$ cat config.mk
export PLATFORM = sky130hd
export DESIGN_NAME = bb3_fifo
export DESIGN_NICKNAME = d
export VERILOG_FILES = /design/src/hdl/bb3_pkg.sv /design/src/hdl/bb3_fifo.sv
export SDC_FILE = /design/constraint.sdc
export NUM_CORES = 1
export LEC_CHECK = 0
export ABC_AREA = 1
export BUFFER_PORTS_ARGS = -buffer_cell sky130_fd_sc_hd__buf_4
export CAP_MARGIN = 20
export CORE_AREA = 2 2 192 194
export DETAILED_ROUTE_END_ITERATION = 12
export DIE_AREA = 0 0 194 196
export PLACE_DENSITY = 0.78
export SYNTH_ARGS = -nofsm -noshare
export SYNTH_HDL_FRONTEND = slang
export SYNTH_SLANG_ARGS = --single-unit
$ cat constraint.sdc
create_clock -name i_clk -period 20.1 [get_ports i_clk]
set_clock_uncertainty 0.05 [all_clocks]
set_input_delay 1.005 -clock i_clk [delete_from_list [all_inputs] [get_ports i_clk]]
set_output_delay 1.005 -clock i_clk [all_outputs]
set_load 0.03 [all_outputs]
$ cat src/hdl/bb3_pkg.sv
`timescale 1ns / 1ps
package bb3_pkg;
    localparam int MAX_WIDTH_DEF  = 1024;
    localparam int MAX_HEIGHT_DEF = 1024;
    localparam int CFG_W = 11;
    localparam logic [0:0] REG_WIDTH  = 1'b0;
    localparam logic [0:0] REG_HEIGHT = 1'b1;

    // Window rows/cols in use plus tags for one result
    typedef struct packed {
        logic [71:0] col0;   // top, mid, bottom pixels of left column
        logic [71:0] col1;
        logic [71:0] col2;
        logic        skip_top;
        logic        skip_left;
        logic        skip_right;
        logic        skip_bottom;
        logic [9:0]  row;
        logic [9:0]  col;
        logic        last;
    } t_job;

    // Rounded mean, half up, by multiplication with a reciprocal (a shift for n = 4).
    // n is 9, 6 or 4; sum is at most 9*255.
    function automatic logic [7:0] mean(input logic [11:0] sum, input logic [1:0] sel);
        logic [13:0] num;
        logic [27:0] prod;
        logic [7:0]  q;
        num  = {1'b0, sum, 1'b0};
        prod = '0;
        q    = '0;
        unique case (sel)
            2'd0: begin
                // (2s+9)/18
                prod = 28'(14'(num + 14'd9) * 14'd7282);
                q = prod[24:17];
            end
            2'd1: begin
                // (2s+6)/12
                prod = 28'(14'(num + 14'd6) * 14'd10923);
                q = prod[24:17];
            end
            default: begin
                // (2s+4)/8
                prod = 28'(num + 14'd4);
                q = prod[10:3];
            end
        endcase
        return q;
    endfunction
endpackage

$ cat src/hdl/bb3_fifo.sv
`timescale 1ns / 1ps
// Two-entry queue between front and back.
module bb3_fifo (
    input  logic          i_clk,
    input  logic          i_rst_n,
    input  logic          i_valid,
    output logic          o_ready,
    input  bb3_pkg::t_job i_data,
    output logic          o_valid,
    input  logic          i_ready,
    output bb3_pkg::t_job o_data
);
    bb3_pkg::t_job r_mem [2];
    logic r_wp, r_rp;
    logic [1:0] r_cnt;
    wire wr = i_valid && o_ready;
    wire rd = o_valid && i_ready;
    assign o_ready = r_cnt != 2'd2;
    assign o_valid = r_cnt != 2'd0;
    assign o_data  = r_mem[r_rp];
    always_ff @(posedge i_clk) begin
        if (wr) r_mem[r_wp] <= i_data;
        if (!i_rst_n) begin
            r_wp <= 1'b0; r_rp <= 1'b0; r_cnt <= '0;
        end else begin
            if (wr) r_wp <= ~r_wp;
            if (rd) r_rp <= ~r_rp;
            r_cnt <= r_cnt + {1'b0, wr} - {1'b0, rd};
        end
    end
endmodule

# Yosys cells after proc, flatten, opt, wreduce, memory -nomap -nowiden
# Memories as Yosys holds them, arrays and structs flattened. A register that Yosys moved wholly into a read port is not among the register bits.
# Cells that the tools add are included.
# totals
ramBits	482
n_memories	1
reg_bits	4
elab_cells	16
in_bits	245
# mem_list
memory	depth	width	rd	rd_clocked_by_memory_dff	write_ports	line_no	source
r_mem	2	241	1	1	1	bb3_fifo.sv:13	bb3_pkg::t_job r_mem [2];
# op_classes
n_mux	4
reduce_logical	3
n_eq_ne	1
bitwise_logic	2
add_sub_neg	2
# op_table
cell	count
two-way mux 1 bit	4
adder 2 x 1 -> 2 bit	1
logical AND 1 bit	2
inequality test 2 bit, second input constant	1
inverter 1 bit	2
nonzero test 2 bit	1
subtractor 2 x 1 -> 2 bit	1

# Logic depth before layout (Yosys ltp)
# logic_depth
depth_word	4
mapped_depth	11

# Least setup slack after synthesis
# OpenSTA, ideal clock, no wires.
# synth_timing
path_type	input port to flip-flop
startpoint	input i_valid
endpoint	memory r_mem[0][0] (netlist bit) (enable)
slack_ns	8.132
arrival_ns	11.071
required_time_ns	19.203
setup_ns	0.847
n_path_buf	0
stages	2
cell_sequence	nand2_1 nor2_1
# synth_between
elab_chain_cells	3
# synth_lines
item	line_no	source
from (decl)	bb3_fifo.sv:6	input logic i_valid,
logical AND 1 bit	bb3_fifo.sv:16	wire wr = i_valid && o_ready;
two-way mux 1 bit	bb3_fifo.sv:22	if (wr) r_mem[r_wp] <= i_data;
two-way mux 1 bit (not written as such)	bb3_fifo.sv:22	
to (decl)	bb3_fifo.sv:13	
# Every way passes these cells.

==> run_results.csv <==
group,metric,value,unit
outcome,outcome,"complete, no violations",
clocking,cts_max_path_buffers,3,
route,route.antenna.remaining_nets,0,
route,postRouteWirelength,38140,um
grt,grt_pass1_vias,9664,
critical_path,worstPathMaxFanout,131,
synth,synth-warning-count,0,
synth,yosysSeqAreaShare,79.15,%
clocking,post-cts-setup-buffers,0,
floorplan,die_area,38020,um2
synth,synthesis.area_per_instance,23.43,um2
cells_and_area,area_occupied_by_multi_input_gates,3548,um2
timing,setup-tns-final,0,ps
route,avgRoutedWirePerCell,21.04,um
timing,achievable-frequency,0.2378,GHz
clocking,clk_root_buffer_cell,"sky130_fd_sc_hd__clkbuf_16",
cells_and_area,layout_commonest_cell,"sky130_fd_sc_hd__buf_4",
critical_path,critical_path_required,19050,ps
timing,finalCritPeriodShare,20.92,%
clocking,cts.htree.levels,2,
placed_design,post_dp_cell_area,22470,um2
cells_and_area,fill_cells,2361,
floorplan,die_height,196,um
synth,cell_area_after_synthesis,18410,um2
critical_path,worstPathCellList,"buf_12, mux2_2, buf_4",
floorplan,floorplan.die.width,194,um
power,power_leakage,0.009334,uW
critical_path,reg2reg_to,"r_mem[0][65]",
synth,netlist_instances,786,
clocking,clock_tree_from_tritoncts,"yes",
critical_path,max_stage_delay,990,ps
synth,ys_types,12,
min_path,timing.hold.worst.class,"reg -> reg",
route,vias_per_cell,5.040,
clocking,worst_skew_pair.late_latency,550,ps
placed_design,gp_congestion,0.8001,
timing,period_minus_slack,4205,ps
critical_path,cell_count_of_the_worst_reg_to_reg_path,6,
timing,rsz_0062_raised_after_global_routing,"no",
timing,layout_setup_ws,15900,ps
clocking,cts_num_sinks,487,
floorplan,boundary_pin_count,488,
cells_and_area,final_util,66.60,%
power,power.ir.vdd_worst,0.1129,mV
synth,postSynthRegisterBits,487,
placed_design,place.port_buffers,487,
route,via_count,9138,
floorplan,floorplan.initialDensity,51.03,%
power,pwr_density_cell,133.3,nW/um2
synth,syn-num-nets,1033,
timing,worst_tran_pin_value,1105,ps
placed_design,place_hpwl,25670,um
critical_path,timing.rr.start,"r_cnt[0]",
critical_path,timing_worst_setup_path_type,"reg -> out",
cells_and_area,share_of_final_layout_standard_cells_stronger_than_drive_strength_1,60.24,%
power,post-layout-total-power,3203,uW
min_path,worst_hold_path.num_cells,2,
route,drc,0,
floorplan,std_cell_rows,70,
clocking,cts_inserted_buffers,49,
critical_path,timing.reg2reg.setup_slack,16430,ps
clocking,path_clk_slew,60,ps
grt,all_layer_gr_usage,19.41,%
critical_path,timing.critical_path.to_type,"primary output",
cells_and_area,layout.area.seq,14580,um2
cells_and_area,fin_area,24030,um2
floorplan,core_area,36080,um2
cells_and_area,net_total_in_the_final_layout,1553,
route,drtIter0Drc,497,
critical_path,startpoint_type,"flop",
cells_and_area,mostFrequentLayoutCells,"sky130_fd_sc_hd__buf_4 (493), sky130_fd_sc_hd__edfxtp_1 (482), sky130_fd_sc_hd__mux2_4 (190), sky130_fd_sc_hd__mux2_2 (51), sky130_fd_sc_hd__clkbuf_16 (49)",
timing,hold_viol_final,0,
grt,grt_overflow_total,0,
clocking,cts.hold.buffers_added,0,
cells_and_area,layout-area-overhead-vs-synth,30.50,%
timing,max_slew_margin_vs_limit,26.35,%
grt,grt_max_degree,132,
placed_design,placement.setup.worst_slack,15750,ps
grt,antenna_found_initial,4,
critical_path,worst_ep_arrival,3150,ps
timing,maxSlewViolCount,0,
job,max-cap-violations,0,
critical_path,worst_path_max_delay_cell,"sky130_fd_sc_hd__dfxtp_4",
route,detail_route.first_pass.iterations,4,
timing,setup_viol,0,
clocking,post_cts.resized_instances,0,
grt,grt_first_pass_wirelength,55600,um
min_path,hold_start,"r_rp",
power by group:
group	internal (uW)	total [uW]	leakage, uW	switching (uW)
clock network	491	846	0.000738	355
logic	440	1020	0.00405	580
registers	1290	1340	0.00454	50.2
total	2220	3200	0.00933	986
critical path, delay by kind of cell (launching register included):
| family | cells | cell delay [ps] |
|---|---|---|
| buffers and inverters | 2 | 800 |
| flip-flops | 1 | 990 |
| multiplexers | 1 | 440 |
how the worst max path moves through the flow:
stage                                to  slack (ps)  depth (start not counted)
final                        o_data[40]       15900                          3
after CTS                    o_data[44]       15900                          3
after global placement    r_mem[0][235]       15760                          5
after floorplan             r_mem[0][0]        8130                          2
after global routing         o_data[44]       15750                          3
after detailed placement  r_mem[0][235]       15750                          5
synth_stat cells:
| cell type | number | area share (%) |
|---|---|---|
| sky130_fd_sc_hd__buf_2 | 5 | 0.14 |
| sky130_fd_sc_hd__edfxtp_1 | 482 | 79 |
| sky130_fd_sc_hd__nand3_1 | 3 | 0.082 |
| sky130_fd_sc_hd__ha_1 | 2 | 0.14 |
| sky130_fd_sc_hd__buf_6 | 22 | 1.3 |
| sky130_fd_sc_hd__inv_1 | 7 | 0.14 |
| sky130_fd_sc_hd__mux2_2 | 51 | 3.1 |
| sky130_fd_sc_hd__nor2_1 | 8 | 0.16 |
| sky130_fd_sc_hd__dfxtp_1 | 5 | 0.54 |
| sky130_fd_sc_hd__mux2_4 | 190 | 15 |
| sky130_fd_sc_hd__a21oi_1 | 2 | 0.054 |
| sky130_fd_sc_hd__nand2_1 | 9 | 0.18 |
layout make-up:
cell class | instances | share of cell area, %
diodes | 2 | 0.02083
clock buffers | 63 | 5.530
clock inverters | 25 | 0.7289
inverters | 7 | 0.1406
multi-input cells | 265 | 14.77
flip-flops and latches | 487 | 60.66
well taps | 468 | 2.437
repair buffers | 496 | 15.71
metrics by stage:
stage                     cells  hold slack [ps]
after global routing       1813            527.2
after detailed placement   1721            462.7
after floorplan             786            417.5
final                      1813            476.2
after global placement     1721            436.2
after CTS                  1809            478.5
routing by layer:
| metal | up-vias | routed length [um] | track usage, % |
|---|---|---|---|
| met5 | - | 24 | 0 |
| met4 | 4 | 1611 | 9.456 |
| met3 | 82 | 3059 | 6.240 |
| met2 | 357 | 20020 | 34.19 |
| met1 | 4533 | 13420 | 21.24 |
| li1 | 4162 | - | - |
cells by family after synthesis:
kind of cell    Yosys count  synth area share (%)
buf+inv                  34                 1.624
fa+ha+maj                 2                0.1359
flops                   487                 79.15
mux                     241                 18.61
simple gates             20                0.4280
compound gates            2               0.05436
sequential cells by signal (all words and copies together) (netlist names), named ones only:
| name | cells |
|---|---|
| r_rp | 1 |
| r_mem | 482 |
| r_cnt | 2 |
| r_wp | 1 |
Power figures use the tool's default switching activity.
