[config.mk]
export PLATFORM = sky130hd
export DESIGN_NAME = bb3_back
export DESIGN_NICKNAME = d
export VERILOG_FILES = /design/src/hdl/bb3_pkg.sv /design/src/hdl/bb3_back.sv
export SDC_FILE = /design/constraint.sdc
export NUM_CORES = 1
export LEC_CHECK = 0
export ABC_AREA = 1
export BUFFER_PORTS_ARGS = -buffer_cell sky130_fd_sc_hd__clkbuf_2
export CAP_MARGIN = 10
export CORE_MARGIN = 4
export CORE_UTILIZATION = 60
export DETAILED_ROUTE_END_ITERATION = 7
export HOLD_SLACK_MARGIN = 0.03
export PLACE_DENSITY = 0.79
export SLEW_MARGIN = 20
export SYNTH_ARGS = -nofsm -noshare
export SYNTH_HDL_FRONTEND = slang
export SYNTH_SLANG_ARGS = --single-unit
export TNS_END_PERCENT = 1
[constraint.sdc]
create_clock -name i_clk -period 9.2 [get_ports i_clk]
set_input_delay 0 -clock i_clk [delete_from_list [all_inputs] [get_ports i_clk]]
set_output_delay 0 -clock i_clk [all_outputs]
set_load 0.1 [all_outputs]
[src/hdl/bb3_pkg.sv]
`timescale 1ns / 1ps
package bb3_pkg;
    localparam int MAX_WIDTH_DEF  = 1024;
    localparam int MAX_HEIGHT_DEF = 1024;
    localparam int CFG_W = 11;
    localparam logic [0:0] REG_WIDTH  = 1'b0;
    localparam logic [0:0] REG_HEIGHT = 1'b1;

    // Window rows/cols in use plus tags for one result
    typedef struct packed {
        logic [71:0] col0;   // top, mid, bottom pixels of left column
        logic [71:0] col1;
        logic [71:0] col2;
        logic        skip_top;
        logic        skip_left;
        logic        skip_right;
        logic        skip_bottom;
        logic [9:0]  row;
        logic [9:0]  col;
        logic        last;
    } t_job;

    // Rounded mean, half up, by multiplication with a reciprocal (a shift for n = 4).
    // n is 9, 6 or 4; sum is at most 9*255.
    function automatic logic [7:0] mean(input logic [11:0] sum, input logic [1:0] sel);
        logic [13:0] num;
        logic [27:0] prod;
        logic [7:0]  q;
        num  = {1'b0, sum, 1'b0};
        prod = '0;
        q    = '0;
        unique case (sel)
            2'd0: begin
                // (2s+9)/18
                prod = 28'(14'(num + 14'd9) * 14'd7282);
                q = prod[24:17];
            end
            2'd1: begin
                // (2s+6)/12
                prod = 28'(14'(num + 14'd6) * 14'd10923);
                q = prod[24:17];
            end
            default: begin
                // (2s+4)/8
                prod = 28'(num + 14'd4);
                q = prod[10:3];
            end
        endcase
        return q;
    endfunction
endpackage

[src/hdl/bb3_back.sv]
`timescale 1ns / 1ps
// Back end: sums the live window cells, divides, registers the result.
module bb3_back (
    input  logic          i_clk,
    input  logic          i_rst_n,
    input  logic          i_valid,
    output logic          o_ready,
    input  bb3_pkg::t_job i_job,
    output logic          o_valid,
    input  logic          i_ready,
    output logic [23:0]   o_pix,
    output logic [9:0]    o_row,
    output logic [9:0]    o_col,
    output logic          o_last
);
    // sum stage
    logic         r_v;
    logic [35:0]  r_sum;
    logic [1:0]   r_sel;
    logic [20:0]  r_tag;
    logic [35:0]  n_sum;
    wire adv2 = !o_valid || i_ready;
    wire adv1 = !r_v || adv2;
    assign o_ready = adv1;

    always_comb begin
        logic [71:0] cols [3];
        logic use_c [3];
        logic use_r [3];
        cols[0] = i_job.col0; cols[1] = i_job.col1; cols[2] = i_job.col2;
        use_c[0] = !i_job.skip_left; use_c[1] = 1'b1; use_c[2] = !i_job.skip_right;
        use_r[0] = !i_job.skip_top; use_r[1] = 1'b1; use_r[2] = !i_job.skip_bottom;
        n_sum = '0;
        for (int ch = 0; ch < 3; ch++)
            for (int c = 0; c < 3; c++)
                for (int r = 0; r < 3; r++)
                    if (use_c[c] && use_r[r])
                        n_sum[ch*12 +: 12] = n_sum[ch*12 +: 12]
                            + 12'(cols[c][(2-r)*24 + ch*8 +: 8]);
    end

    always_ff @(posedge i_clk) begin
        if (!i_rst_n) begin
            r_v <= 1'b0; o_valid <= 1'b0;
        end else begin
            if (adv1) r_v <= i_valid;
            if (adv2) o_valid <= r_v;
        end
        if (adv1 && i_valid) begin
            r_sum <= n_sum;
            // 3 columns and 3 rows -> 9, one short -> 6, both short -> 4
            r_sel <= (i_job.skip_top || i_job.skip_left || i_job.skip_right)
                   ? ((i_job.skip_top && (i_job.skip_left || i_job.skip_right))
                      ? 2'd2 : 2'd1) : 2'd0;
            r_tag <= {i_job.row, i_job.col, i_job.last};
        end
        if (adv2 && r_v) begin
            for (int ch = 0; ch < 3; ch++)
                o_pix[ch*8 +: 8] <= bb3_pkg::mean(r_sum[ch*12 +: 12], r_sel);
            {o_row, o_col, o_last} <= r_tag;
        end
    end

    assert property (@(posedge i_clk) disable iff (!i_rst_n)
        o_valid && !i_ready |=> o_valid) else $error("result lost");
    assert property (@(posedge i_clk) disable iff (!i_rst_n)
        r_v |-> r_sel != 2'd3) else $error("bad divisor select");
    assert property (@(posedge i_clk) disable iff (!i_rst_n)
        r_v && !adv2 |=> r_v && $stable(r_sum)) else $error("sum overwritten");
endmodule

# --- Word level (Yosys, flattened, before mapping) ---
# Cells that the tools add are included.
# W data, S select, Z words.
word_totals:
  regBits: 106
  inputBits: 245
  output_inout_bits: 47
  word_cells: 96
classes:
  addsub: 33
  multipliers: 6
  eq_ne: 1
  n_mux: 28
  reduce_logical: 19
op_table:
  columns: ["cell", "n"]
  rows:
  - ["$add A12 B8 Y12", 23]
  - ["$mux W12", 20]
  - ["$mul A14 B14 Y25 const B", 3]
  - ["$mul A14 B12 Y24 const B", 3]
  - ["$pmux W8 S2", 3]
  - ["$add A13 B3 Y14 const B", 3]
  - ["$add A13 B4 Y14 const B", 3]
  - ["$add A11 B3 Y11 const B", 3]
  - ["$mux W8", 3]
  - ["$add A8 B8 Y9", 1]
  - ["$mux W9", 1]
  - ["$logic_and A1 B1 Y1", 7]
  - ["$logic_not A1 Y1", 6]
  - ["$logic_or A1 B1 Y1", 5]
  - ["$eq A2 B1 Y1 const B", 1]
  - ["$logic_not A2 Y1", 1]
  - ["$mux W2", 1]

# --- Longest topological paths before layout ---
logic_depth:
  depth_word: 18
  mapped_depth: 63
  ltp_nobuf: 61

# --- Least setup slack after synthesis ---
# Ideal clock, no wire load.
synth_path:
  kind: "input -> register"
  startpoint: "in i_job[23] (netlist name)"
  endpoint: "reg r_sum[11], data pin"
  setup_ns: 0.249
  arrival_ns: 7.964
  required_time_ns: 8.951
  slack_ns: 0.987
  cell_stages: 54
  path_buffers: 2
  path_cell_list: "nor2_4 buf_6 clkinv_1 clkbuf_1 nor2_1 ha_1 inv_1 fa_1 nor2_1 fa_1 o21ai_0 fa_1 or2_2 o21ai_0 inv_1 fa_1 inv_1 ha_1 (+18 left out) o21ai_0 ha_1 nand2_1 o21ai_0 and2_1 nor2_1 nor2_1 nor2_1 nor2_1 inv_1 a21oi_1 inv_1 nor2_2 nand3_1 a21oi_1 nand2_1 nand2_1 inv_1"
synth_between:
  elab_chain_cells: 18
  word_cells_on_any_way: 19
  cone_classes: "add/sub: 8; mux: 8; reduce/logical: 3"
synth_rtl:
  columns: ["item", "line_no", "rtl"]
  rows:
  - ["from (decl)", "bb3_back.sv:8", "input bb3_pkg::t_job i_job,"]
  - ["$logic_not A1 Y1", "bb3_back.sv:31", "use_c[0] = !i_job.skip_left; use_c[1] = 1'b1; use_c[2] = !i_job.skip_right;"]
  - ["$logic_and A1 B1 Y1", "bb3_back.sv:37", "if (use_c[c] && use_r[r])"]
  - ["$mux W8", "bb3_back.sv:37", null]
  - ["$add A8 B8 Y9", "bb3_back.sv:39", "+ 12'(cols[c][(2-r)*24 + ch*8 +: 8]);"]
  - ["$mux W9", "bb3_back.sv:37", null]
  - ["$add A12 B8 Y12", "bb3_back.sv:39", null]
  - ["$mux W12 *", "bb3_back.sv:37", null]
  - ["$add A12 B8 Y12", "bb3_back.sv:39", null]
  - ["(+3 left out)", null, null]
  - ["$mux W12 *", "bb3_back.sv:37", null]
  - ["$add A12 B8 Y12", "bb3_back.sv:39", null]
  - ["$mux W12 *", "bb3_back.sv:37", null]
  - ["$add A12 B8 Y12", "bb3_back.sv:39", null]
  - ["$mux W12 *", "bb3_back.sv:37", null]
  - ["$add A12 B8 Y12", "bb3_back.sv:39", null]
  - ["$mux W12 *", "bb3_back.sv:37", null]
  - ["named net n_sum[11]", "bb3_back.sv:21", "logic [35:0] n_sum;"]
  - ["to (signal assigned)", "bb3_back.sv:50", "r_sum <= n_sum;"]
  - ["to (decl)", "bb3_back.sv:18", "logic [35:0] r_sum;"]
# Mark *: on every way through the listed nets, which the timed path passes. The rest lies on a longest branch.
# A chain may end at the register's enable or synchronous reset.

# --- Final worst setup path ---
layout_path:
  startpoint: "in i_job[23] (netlist name)"
  endpoint: "reg r_sum[35], data pin"
layout_between:
  elab_chain_cells: 18
  word_cells_on_any_way: 19
  cone_classes: "add/sub: 8; mux: 8; reduce/logical: 3"
layout_rtl:
  columns: ["item", "line_no"]
  rows:
  - ["$logic_not A1 Y1", "bb3_back.sv:31"]
  - ["$logic_and A1 B1 Y1", "bb3_back.sv:37"]
  - ["$mux W8", "bb3_back.sv:37"]
  - ["$add A12 B8 Y12", "bb3_back.sv:39"]
  - ["$mux W12", "bb3_back.sv:37"]
  - ["$add A12 B8 Y12", "bb3_back.sv:39"]
  - ["$mux W12 *", "bb3_back.sv:37"]
  - ["$add A12 B8 Y12", "bb3_back.sv:39"]
  - ["(+3 left out)", null]
  - ["$mux W12 *", "bb3_back.sv:37"]
  - ["$add A12 B8 Y12", "bb3_back.sv:39"]
  - ["$mux W12 *", "bb3_back.sv:37"]
  - ["$add A12 B8 Y12", "bb3_back.sv:39"]
  - ["$mux W12 *", "bb3_back.sv:37"]
  - ["$add A12 B8 Y12", "bb3_back.sv:39"]
  - ["$mux W12 *", "bb3_back.sv:37"]
  - ["named net n_sum[35]", "bb3_back.sv:21"]
# Marks and branches as above.

==> out/metrics.yaml <==
yosys:
  synth_top_area_share: 0.262
  yosys.area.top_type: "ha_1"
  ys_ff_latch: 106
  yosysWarnings: 0
  netlist_instances: 3920
  avgSynthCellArea_um2: 7.68
  ys_types: 50
  synth_area_leaders: "ha_1 26%, fa_1 19%, edfxtp_1 10%"
  async_flop_share: 0
  synth-main-ff-cell: "edfxtp_1"
  synth_fp_nets: 5074
  synth_seq_area_share: 0.105
  syn_area_um2: 30100
  synth-edff-count: 104
sta:
  drv_slew: 0
  finalClockSkew_ns: 0.00985
  relSlewSlack: 0.426
  rsz0062_at_grt: "yes"
  hold_viol: 0
  fin_crit_sh: 0.897
  finalSetupViolations: 0
  worst_pin_slew_ns: 0.852
  setup_slack_ns: 0.947
  max_freq_mhz: 121
  min_period_ns: 8.25
  setup_tns_ns: 0
setup_path:
  arrival_ns: 8.40
  crit_slowest_cell: "fa_1"
  critPathKind: "in2reg"
  r2r_end: "o_pix[22]$_DFFE_PP_"
  crit_required_ns: 9.34
  worstSetupEndpointType: "flip-flop"
  ff2ff_path_depth: 28
  cp_common_cell: "o21ai_0"
  cp_max_fo: 5
  critPathLaunchType: "primary input"
  critPathMaxStageDelay_ns: 0.50
  r2r_start: "r_sum[26]$_DFFE_PP_"
  regToRegSetupSlack_ns: 1.85
layout:
  layout-drive-gt1-share: 0.105
  final_util: 0.670
  final_cells: 4900
  final_common_cell: "inv_1"
  syn2layout_area_growth_pct: 9.64
  layout_common_cells: "810 x inv_1, 689 x nand2_1, 630 x ha_1, 291 x clkbuf_2, 279 x fa_1"
  final_nets: 5378
  fillers: 4303
drt:
  num_vias: 26300
  routedWlPerCell_um: 16.5
  wl_met1_mm: 34.4
  drt_iter0_drc: 1479
  wl_mm: 80.8
  wl_met2_mm: 38.4
  antenna_left: 0
  met3_length_mm: 5.77
  drc: 0
  dr.pass1.iters: 6
  vias_per_cell: 5.37
  top_layer_used: "met5"
clocking:
  numCtsBuffers: 9
  cts_tree: "done"
  cts.clk_slew.worst_paths_ns: 0.08
  clockBufferDepth: 2
  htree_levels: 3
  clk_latency_ns: 0.38
  cts_sinks: 106
  root_buffer: "clkbuf_16"
place:
  place.gp.congestion: 1.02
  dp_cells: 4850
  preCtsSetupSlack_ns: 0.279
  portBuffers: 291
  dp_hpwl_mm: 71.8
hold_path:
  holdPathStages: 4
  hp-class: "in2reg"
  holdPathEnd: "r_sum[1]$_DFFE_PP_"
  hp-start: "i_job[26]"
floorplan:
  ios: 292
  die_area_um2: 53800
  die_h_um: 232
  core_area_um2: 49300
  num_rows: 81
  die_w_um: 232
  start_util: 0.611
global_route:
  grt_overflow: 0
  grt_pass1_wl_mm: 130
  grt_pass1_vias: 25800
  grt_start_max_net_pins: 60
  antenna_found_initial: 15
  grt_usage: 0.301
status:
  outcome: "finished clean"
flow_run:
  drv_cap: 0
[synth_stat cells (7+ instances only)]
library cell	count
inv_1	811
o21bai_1	7
nand3_1	160
edfxtp_1	104
xnor2_1	51
o221ai_1	12
and2_1	8
a21o_1	11
o211ai_1	11
nor2_1	240
inv_2	9
a21boi_0	7
xor2_1	93
nand2_2	32
or2_2	35
a211oi_1	14
o22ai_1	10
o21ai_0	236
nand2_1	689
nand4_1	30
a21oi_1	273
ha_1	630
a31oi_1	24
nand3_2	11
clkbuf_1	35
o31ai_1	14
fa_1	279
nor3_1	27
[routing by layer]
layer	track usage	up-vias
li1	-	13400
met1	0.390	12100
met2	0.521	747
met3	0.0591	105
met4	0.0734	16
met5	0	-
[sequential cells by signal, indices dropped and copies added, names as in the netlist]
| name | cells |
|---|---|
| o_row | 10 |
| r_sum | 36 |
| r_sel | 2 |
| r_v | 1 |
| o_last | 1 |
| r_tag | 21 |
| o_col | 10 |
| o_pix | 24 |
| o_valid | 1 |
[per-stage QoR]
stage               area, um2  hold slack (ns)
global placement        32400            0.177
global route            33000            0.124
CTS                     32900            0.102
detailed placement      32400            0.179
floorplan               30100           0.0989
finish                  33000            0.105
[critical path: cells and delay by family]
| family | cells | cell delay [ns] |
|---|---|---|
| and+or+nand+nor | 16 | 1.96 |
| adders and majority gates | 9 | 3.07 |
| xor gates and xnor gates | 3 | 0.58 |
| AOI/OAI and AO/OA | 14 | 2.05 |
| buffers and inverters | 9 | 0.73 |
[kinds of logic (layout without fill, tap and decap cells)]
group,Yosys count,count (layout),synth area share
adders and majority gates,909,909,0.448
and+or+nand+nor,1263,1263,0.182
AOI/OAI and AO/OA,634,634,0.115
xor gates and xnor gates,145,145,0.0425
buffers and inverters,863,1172,0.108
DFF,106,106,0.105
other,0,7,0
[what timing repair did]
item,in CTS,in global routing
setup buffers,0,1
resized for setup,0,17
endpoints found under the hold margin,25,0
hold buffers,26,0
endpoints found under the setup margin,0,5
[layout make-up]
class / instances / area (um2) / area share
repair buffers: 335 / 1850 / 0.0561
well taps: 664 / 831 / 0.0252
clock buffers: 9 / 225 / 0.00683
flip-flops and latches: 106 / 3160 / 0.0959
inverters: 821 / 3080 / 0.0934
multi-input cells: 2951 / 23700 / 0.720
clock inverters: 7 / 83.8 / 0.00254
diodes: 7 / 17.5 / 0.000531
[worst max path at each step]
stage / start / to / slack, ns / cells after the start
3_3_place_gp: i_job[23] / r_sum[35]$_DFFE_PP_ / 0.50 / 41
3_5_place_dp: i_job[23] / r_sum[35]$_DFFE_PP_ / 0.28 / 41
2_1_floorplan: i_job[23] / r_sum[11]$_DFFE_PP_ / 0.99 / 54
4_1_cts: i_job[23] / r_sum[35]$_DFFE_PP_ / 0.66 / 41
5_1_grt: i_job[23] / r_sum[11]$_DFFE_PP_ / 0.009 / 59
6_report: i_job[23] / r_sum[35]$_DFFE_PP_ / 0.95 / 51
Power is left out: the tool's default activity adds up to more than one toggle a clock period on the data nets, which glitch-free logic cannot reach.
